===== config.mk =====
export PLATFORM = sky130hd
export DESIGN_NAME = i2c_register_access_sequencer
export DESIGN_NICKNAME = d
export VERILOG_FILES = /design/src/i2cras_pkg.sv /design/src/i2cras_step.sv /design/src/i2c_register_access_sequencer.sv
export SDC_FILE = /design/constraint.sdc
export NUM_CORES = 1
export LEC_CHECK = 0
export BUFFER_PORTS_ARGS = -buffer_cell sky130_fd_sc_hd__buf_2
export CORE_MARGIN = 2
export CORE_UTILIZATION = 30
export CTS_CLUSTER_DIAMETER = 60
export DETAILED_ROUTE_END_ITERATION = 6
export GPL_ROUTABILITY_DRIVEN = 0
export PLACE_DENSITY = 0.53
export SLEW_MARGIN = 20
export SYNTH_ARGS = -nofsm -noshare
export SYNTH_HDL_FRONTEND = slang
export SYNTH_SLANG_ARGS = --single-unit

===== constraint.sdc =====
create_clock -name clk -period 2.94 [get_ports clk]
set_input_delay 0.294 -clock clk [delete_from_list [all_inputs] [get_ports clk]]
set_output_delay 0.294 -clock clk [all_outputs]
set_load 0.005 [all_outputs]

===== src/i2cras_pkg.sv =====
// Shared types, codes and constants of the I2C register access sequencer.
`default_nettype none
package i2cras_pkg;

  localparam int unsigned AttemptLimitReset = 15;
  localparam int unsigned PaddrWidth        = 3;
  localparam int unsigned PdataWidth        = 32;

  localparam logic [1:0] MODE_READ    = 2'd0;
  localparam logic [1:0] MODE_WRITE   = 2'd1;
  localparam logic [1:0] MODE_PAYLOAD = 2'd2;
  localparam logic [1:0] MODE_BUSDONE = 2'd3;

  localparam logic [3:0] CMD_NONE    = 4'd0;
  localparam logic [3:0] CMD_START   = 4'd1;
  localparam logic [3:0] CMD_RSTART  = 4'd2;
  localparam logic [3:0] CMD_SEND    = 4'd3;
  localparam logic [3:0] CMD_RECV    = 4'd4;
  localparam logic [3:0] CMD_STOP    = 4'd5;
  localparam logic [3:0] CMD_BACKOFF = 4'd6;
  localparam logic [3:0] CMD_NEED    = 4'd7;
  localparam logic [3:0] CMD_DONE    = 4'd8;

  localparam logic [1:0] ST_OK   = 2'd0;
  localparam logic [1:0] ST_NACK = 2'd1;
  localparam logic [1:0] ST_BUSY = 2'd2;

  localparam logic REG_ATTEMPT_LIMIT = 1'b0;

  typedef enum logic [10:0] {
    PH_IDLE    = 11'b000_0000_0001,
    PH_START   = 11'b000_0000_0010,
    PH_ADDR_W  = 11'b000_0000_0100,
    PH_REG     = 11'b000_0000_1000,
    PH_RSTART  = 11'b000_0001_0000,
    PH_ADDR_R  = 11'b000_0010_0000,
    PH_RX      = 11'b000_0100_0000,
    PH_NEED    = 11'b000_1000_0000,
    PH_TX      = 11'b001_0000_0000,
    PH_STOP    = 11'b010_0000_0000,
    PH_BACKOFF = 11'b100_0000_0000
  } phase_t;

  typedef struct packed {
    phase_t     phase;
    logic [7:0] attempts_used;
    logic [6:0] target_address;
    logic [7:0] register_number;
    logic       is_read;
    logic [7:0] bytes_left;
    logic [1:0] outcome;
  } ctx_t;

  typedef struct packed {
    logic [1:0] mode;
    logic [6:0] device_address;
    logic [7:0] register_index;
    logic [7:0] byte_count;
    logic [7:0] payload_byte;
    logic       bus_collision;
    logic       bus_nack;
    logic [7:0] bus_rx_byte;
  } req_t;

  typedef struct packed {
    logic [3:0] command;
    logic [7:0] command_byte;
    logic       ack_reply;
    logic [7:0] read_byte;
    logic       read_byte_valid;
    logic       read_byte_collided;
    logic [1:0] status;
  } res_t;

endpackage
`default_nettype wire


===== src/i2cras_step.sv =====
// Next-state and command decision for one request of the sequencer.
`default_nettype none
module i2cras_step
  import i2cras_pkg::*;
(
  input  ctx_t       ctx,
  input  req_t       req,
  input  logic [7:0] attempt_limit,
  output ctx_t       ctx_next,
  output res_t       res
);

  logic [7:0] bytes_dec;

  assign bytes_dec = (ctx.bytes_left != 8'd0) ? ctx.bytes_left - 8'd1 : 8'd0;

  always_comb begin
    ctx_next = ctx;
    res      = '0;
    if (req.mode inside {MODE_READ, MODE_WRITE}) begin
      if (ctx.phase == PH_IDLE) begin
        ctx_next.target_address  = req.device_address;
        ctx_next.register_number = req.register_index;
        ctx_next.bytes_left      = req.byte_count;
        ctx_next.is_read         = (req.mode == MODE_READ);
        ctx_next.attempts_used   = 8'd1;
        ctx_next.outcome         = ST_OK;
        ctx_next.phase           = PH_START;
        res.command              = CMD_START;
      end
    end else if (req.mode == MODE_PAYLOAD) begin
      if (ctx.phase == PH_NEED) begin
        res.command         = CMD_SEND;
        res.command_byte    = req.payload_byte;
        ctx_next.bytes_left = bytes_dec;
        ctx_next.phase      = PH_TX;
      end
    end else begin
      case (ctx.phase)
        PH_START, PH_RSTART: begin
          if (req.bus_collision) begin
            ctx_next.outcome = ST_BUSY;
            ctx_next.phase   = PH_STOP;
            res.command      = CMD_STOP;
          end else begin
            res.command      = CMD_SEND;
            res.command_byte = {ctx.target_address, ctx.phase == PH_RSTART};
            ctx_next.phase   = (ctx.phase == PH_RSTART) ? PH_ADDR_R : PH_ADDR_W;
          end
        end
        PH_ADDR_W, PH_ADDR_R: begin
          if (req.bus_collision) begin
            ctx_next.outcome = ST_BUSY;
            ctx_next.phase   = PH_STOP;
            res.command      = CMD_STOP;
          end else if (req.bus_nack) begin
            ctx_next.outcome = ST_NACK;
            ctx_next.phase   = PH_STOP;
            res.command      = CMD_STOP;
          end else if (ctx.phase == PH_ADDR_W) begin
            res.command      = CMD_SEND;
            res.command_byte = ctx.register_number;
            ctx_next.phase   = PH_REG;
          end else if (ctx.bytes_left == 8'd0) begin
            ctx_next.outcome = ST_OK;
            ctx_next.phase   = PH_STOP;
            res.command      = CMD_STOP;
          end else begin
            res.command    = CMD_RECV;
            res.ack_reply  = (ctx.bytes_left == 8'd1);
            ctx_next.phase = PH_RX;
          end
        end
        PH_REG: begin
          if (ctx.is_read) begin
            res.command    = CMD_RSTART;
            ctx_next.phase = PH_RSTART;
          end else if (ctx.bytes_left != 8'd0) begin
            res.command    = CMD_NEED;
            ctx_next.phase = PH_NEED;
          end else begin
            ctx_next.outcome = ST_OK;
            ctx_next.phase   = PH_STOP;
            res.command      = CMD_STOP;
          end
        end
        PH_RX: begin
          res.read_byte          = req.bus_rx_byte;
          res.read_byte_valid    = 1'b1;
          res.read_byte_collided = req.bus_collision;
          ctx_next.bytes_left    = bytes_dec;
          if (bytes_dec != 8'd0) begin
            res.command    = CMD_RECV;
            res.ack_reply  = (bytes_dec == 8'd1);
            ctx_next.phase = PH_RX;
          end else begin
            ctx_next.outcome = ST_OK;
            ctx_next.phase   = PH_STOP;
            res.command      = CMD_STOP;
          end
        end
        PH_TX: begin
          if (ctx.bytes_left != 8'd0) begin
            res.command    = CMD_NEED;
            ctx_next.phase = PH_NEED;
          end else begin
            ctx_next.outcome = ST_OK;
            ctx_next.phase   = PH_STOP;
            res.command      = CMD_STOP;
          end
        end
        PH_STOP: begin
          if (ctx.outcome == ST_BUSY && ctx.attempts_used < attempt_limit) begin
            res.command    = CMD_BACKOFF;
            ctx_next.phase = PH_BACKOFF;
          end else begin
            res.command    = CMD_DONE;
            res.status     = ctx.outcome;
            ctx_next.phase = PH_IDLE;
          end
        end
        PH_BACKOFF: begin
          ctx_next.attempts_used = ctx.attempts_used + 8'd1;
          ctx_next.outcome       = ST_OK;
          ctx_next.phase         = PH_START;
          res.command            = CMD_START;
        end
        default: begin
          ctx_next = ctx;
        end
      endcase
    end
  end

endmodule
`default_nettype wire


===== src/i2c_register_access_sequencer.sv =====
// Top level: I2C register access sequencer with request and result registers.
// A request is held in the input register; its result is registered in the
// result register as it leaves. Throughput: one request per cycle unless
// out_stall holds a valid result; the transaction state updates as a request
// leaves the input register, so back-to-back requests need no gaps.
// Reset: synchronous rst empties both registers, sets phase idle, clears the
// transaction state and loads attempt_limit with 15.
`default_nettype none
module i2c_register_access_sequencer
  import i2cras_pkg::*;
(
  input  wire logic                  clk,
  input  wire logic                  rst,
  input  wire logic                  in_valid,
  output logic                       in_stall,
  input  wire logic [1:0]            mode,
  input  wire logic [6:0]            device_address,
  input  wire logic [7:0]            register_index,
  input  wire logic [7:0]            byte_count,
  input  wire logic [7:0]            payload_byte,
  input  wire logic                  bus_collision,
  input  wire logic                  bus_nack,
  input  wire logic [7:0]            bus_rx_byte,
  output logic                       out_valid,
  input  wire logic                  out_stall,
  output logic [3:0]                 command,
  output logic [7:0]                 command_byte,
  output logic                       ack_reply,
  output logic [7:0]                 read_byte,
  output logic                       read_byte_valid,
  output logic                       read_byte_collided,
  output logic [1:0]                 status,
  input  wire logic                  psel,
  input  wire logic                  penable,
  input  wire logic                  pwrite,
  input  wire logic [PaddrWidth-1:0] paddr,
  input  wire logic [PdataWidth-1:0] pwdata,
  output logic [PdataWidth-1:0]      prdata,
  output logic                       pready
);

  logic       req_valid;
  req_t       req;
  res_t       res;
  res_t       res_next;
  ctx_t       ctx;
  ctx_t       ctx_next;
  logic [7:0] attempt_limit;
  logic       advance;
  logic       reg_sel;

  assign advance  = req_valid && (!out_valid || !out_stall);
  assign in_stall = req_valid && !advance;
  assign reg_sel  = (paddr[PaddrWidth-1] == REG_ATTEMPT_LIMIT);
  assign pready   = 1'b1;
  assign prdata   = reg_sel ? {{(PdataWidth-8){1'b0}}, attempt_limit} : '0;

  always_ff @(posedge clk) begin
    if (rst) begin
      attempt_limit <= 8'(AttemptLimitReset);
    end else if (psel && penable && pwrite && reg_sel) begin
      attempt_limit <= pwdata[7:0];
    end
  end

  always_ff @(posedge clk) begin
    if (rst) begin
      req_valid <= 1'b0;
    end else if (in_valid && !in_stall) begin
      req_valid <= 1'b1;
    end else if (advance) begin
      req_valid <= 1'b0;
    end
  end

  always_ff @(posedge clk) begin
    if (in_valid && !in_stall) begin
      req <= '{mode: mode, device_address: device_address,
               register_index: register_index, byte_count: byte_count,
               payload_byte: payload_byte, bus_collision: bus_collision,
               bus_nack: bus_nack, bus_rx_byte: bus_rx_byte};
    end
  end

  i2cras_step u_step (
    .ctx           (ctx),
    .req           (req),
    .attempt_limit (attempt_limit),
    .ctx_next      (ctx_next),
    .res           (res_next)
  );

  always_ff @(posedge clk) begin
    if (rst) begin
      ctx <= '{phase: PH_IDLE, outcome: ST_OK, default: '0};
    end else if (advance) begin
      ctx <= ctx_next;
    end
  end

  always_ff @(posedge clk) begin
    if (rst) begin
      out_valid <= 1'b0;
    end else if (advance) begin
      out_valid <= 1'b1;
    end else if (!out_stall) begin
      out_valid <= 1'b0;
    end
  end

  always_ff @(posedge clk) begin
    if (advance) begin
      res <= res_next;
    end
  end

  assign command            = res.command;
  assign command_byte       = res.command_byte;
  assign ack_reply          = res.ack_reply;
  assign read_byte          = res.read_byte;
  assign read_byte_valid    = res.read_byte_valid;
  assign read_byte_collided = res.read_byte_collided;
  assign status             = res.status;

endmodule
`default_nettype wire


==> results.json <==
{
  "setup_slack_ns": 0.1083,
  "hpwl_um": 10080,
  "grt_start_max_net_pins": 59,
  "status": "complete, no violations",
  "cp_max_fo": 14,
  "path_delay_family": "simple AND/OR/NAND/NOR gates",
  "fin_skew_ns": 0.01351,
  "final_nets": 785,
  "holdCritStartpoint": "payload_byte[3]",
  "wl_per_cell_um": 14.76,
  "clk_latency_ns": 0.42,
  "drv_slew": 0,
  "crit_type": "reg2reg",
  "r2r_cells": 7,
  "grt_setup_unrepaired": "no",
  "rrSetupSlack_ns": 0.11,
  "fin_crit_sh_pct": 96.32,
  "area_growth_pct": 24.04,
  "p_per_area_nw_per_um2": 601.4,
  "hold_path_depth": 1,
  "numCtsBuffers": 17,
  "die_h_um": 142.7,
  "die_w_um": 142.7,
  "cts_hold_buf": 0,
  "synth_top_area_share_pct": 35.38,
  "hold_path.class": "in2reg",
  "synth_seq_cells": 123,
  "netlist_top_cells_area": "edfxtp_1 (35%), dfxtp_1 (19%), nand2_1 (5.5%), a21oi_1 (3.6%), buf_4 (3.3%)",
  "grt.overflow.total": 0,
  "use_met2_pct": 22.22,
  "cts_sinks": 123,
  "min_period_ns": 2.832,
  "vias_per_cell": 4.844,
  "grt_pass1_wl_um": 21630,
  "synth_edf_count": 68,
  "hold_end": "req[13]",
  "max-vdd-ir-drop_mv": 0.3496,
  "regToRegStartpoint": "ctx[42]",
  "setup_viol": 0,
  "crit_slowest_cell": "a311o_2",
  "avgSynthCellArea_sq_um": 9.986,
  "yosys.area.top_type": "edfxtp_1",
  "portBuffers": 93,
  "grt_pass1_vias": 4283,
  "cap_violations": 0,
  "grt_use_met1_pct": 17.56,
  "postRouteAntennaNets": 0,
  "p_leak_nw": 2.867,
  "slew_headroom_pct": 51.02,
  "end_kind": "flip-flop",
  "finalInstanceArea_sq_um": 7159,
  "synthArstFlopShare_pct": 0,
  "critPathArrivalTime_ns": 3.16,
  "finalHoldViolCount": 0,
  "drc_errors": 0,
  "startpoint_type": "flip-flop",
  "htreeDepth": 4,
  "synth_most_common_cell": "nand2_1",
  "rr_endpoint": "ctx[41]",
  "top_usage_layer": "met2",
  "dieArea_sq_um": 20360,
  "dr.first_iter.drc_count": 275,
  "syn-cell-area_sq_um": 5772,
  "ys.flop_type": "edfxtp_1",
  "cts_tree": "yes",
  "path_cells": "or3_1 -> buf_4 -> o41ai_1 -> nand2_1 -> a311o_2 -> or4_1 -> a21oi_1",
  "antenna_cells": 0,
  "seq_area_frac_synth_pct": 54.45,
  "post-place-ws_ns": 0.06028,
  "cp_num_buf_inv": 1,
  "rows": 50,
  "setup_tns_ns": 0,
  "boundaryPins": 145,
  "firstDrtPassIters": 4,
  "clockBufferDepth": 2,
  "wl_um": 13820,
  "synth_cell_types": 57,
  "netlist_instances": 578,
  "post-place-cells": 904,
  "clockRootBuffer": "clkbuf_16",
  "yosysWarnings": 0,
  "route.vias.total": 4534,
  "synth_common_cells": "nand2_1 (84), edfxtp_1 (68), dfxtp_1 (55), nor2_1 (45), a21oi_1 (41)",
  "use_met3_pct": 3.454,
  "placed_cell_area_sq_um": 6548,
  "antenna_found_initial": 0,
  "coreArea_sq_um": 18770,
  "start_util_pct": 30.75,
  "max_freq_mhz": 353.1,
  "required_ns": 3.27,
  "drive_above_1_share_pct": 24.93,
  "clkTransAtPathRegs_ns": 0.06,
  "cpPeakStageDelay_ns": 0.52,
  "grt_util_all_layers_pct": 13.71,
  "fin_cells": 936,
  "worstMarginPinSlew_ns": 0.7162
}
[layer usage]
layer	up-vias	wire length, um
li1	2248	-
met1	2133	6328
met2	142	6678
met3	11	621
met4	0	189
met5	-	0
[kinds of logic after synthesis]
family | Yosys count | synth area share, %
mux | 6 | 1.041
xor+xnor | 11 | 1.669
fa+ha+maj | 11 | 2.385
simple gates | 249 | 22.22
other cells | 2 | 0.1301
buf+inv | 72 | 6.655
compound gates | 104 | 11.45
flops | 123 | 54.45
[state kept, by name (all words and copies together), names as in the netlist]
| name | cells |
|---|---|
| command_byte | 8 |
| read_byte_valid | 1 |
| attempt_limit | 8 |
| ack_reply | 1 |
| status | 2 |
| out_valid | 1 |
| command | 4 |
| read_byte_collided | 1 |
| req_valid | 1 |
| read_byte | 8 |
| ctx | 45 |
| req | 43 |
[metrics by stage]
step	total power, mW	hold slack (ns)	utilization (%)
after floorplan	2.182	0.3929	-
after global placement	2.280	0.4422	34.89
after detailed placement	2.290	0.4446	34.89
after CTS	4.366	0.02822	38.02
after global routing	4.484	0.02380	38.15
final	4.305	0.05012	38.15
[worst max-delay path by stage]
| stage | startpoint | endpoint | slack, ns | depth (start not counted) |
|---|---|---|---|---|
| 2_1_floorplan | out_valid | req[0] | 0.03 | 2 |
| 3_3_place_gp | ctx[34] | ctx[0] | 0.1 | 6 |
| 3_5_place_dp | ctx[42] | ctx[39] | 0.06 | 6 |
| 4_1_cts | ctx[42] | ctx[39] | 0.05 | 6 |
| 5_1_grt | ctx[42] | ctx[41] | 0.02 | 7 |
| 6_report | ctx[42] | ctx[41] | 0.11 | 7 |
[layout by cell type (no fill, tap or decap), types with 6 or more instances in the layout]
| cell type | n |
|---|---|
| a211oi_1 | 7 |
| a21oi_1 | 41 |
| a22oi_1 | 13 |
| and2_1 | 11 |
| and3_1 | 12 |
| buf_2 | 92 |
| buf_4 | 32 |
| clkbuf_16 | 17 |
| conb_1 | 25 |
| dfxtp_1 | 54 |
| edfxtp_1 | 68 |
| ha_1 | 11 |
| inv_1 | 17 |
| mux2i_1 | 6 |
| nand2_1 | 84 |
| nand2b_1 | 8 |
| nand4_1 | 6 |
| nor2_1 | 45 |
| nor2b_1 | 7 |
| nor3_1 | 20 |
| nor4_1 | 7 |
| o21ai_0 | 16 |
| or3_1 | 10 |
| xnor2_1 | 6 |
[worst register-to-register path: stages (launching register included)]
cell     delay (ns)
dfxtp_1        0.30
or3_1          0.42
buf_4          0.20
o41ai_1        0.44
nand2_1        0.21
a311o_2        0.52
or4_1          0.52
a21oi_1        0.15
[power breakdown]
group	leakage (nW)	switching, mW	internal (mW)	total [mW]
Combinational	1.49	0.200	0.128	0.328
Clock	0.275	0.772	1.28	2.05
Sequential	1.11	0.0395	1.89	1.93
[timing repair]
action,in CTS,in global routing
resized for setup,0,5
endpoints found under the setup margin,0,5
setup buffers,0,0
endpoints found under the hold margin,0,0
[layout make-up]
type | count | area, sq um
fill | 1876 | 11610
inverter | 17 | 63.81
clock inverter | 12 | 141.4
multi-input combinational | 406 | 2370
clock buffer | 20 | 446.7
tap | 234 | 292.8
timing repair buffer | 124 | 700.7
sequential | 123 | 3144
(Power assumes the default switching activity.)
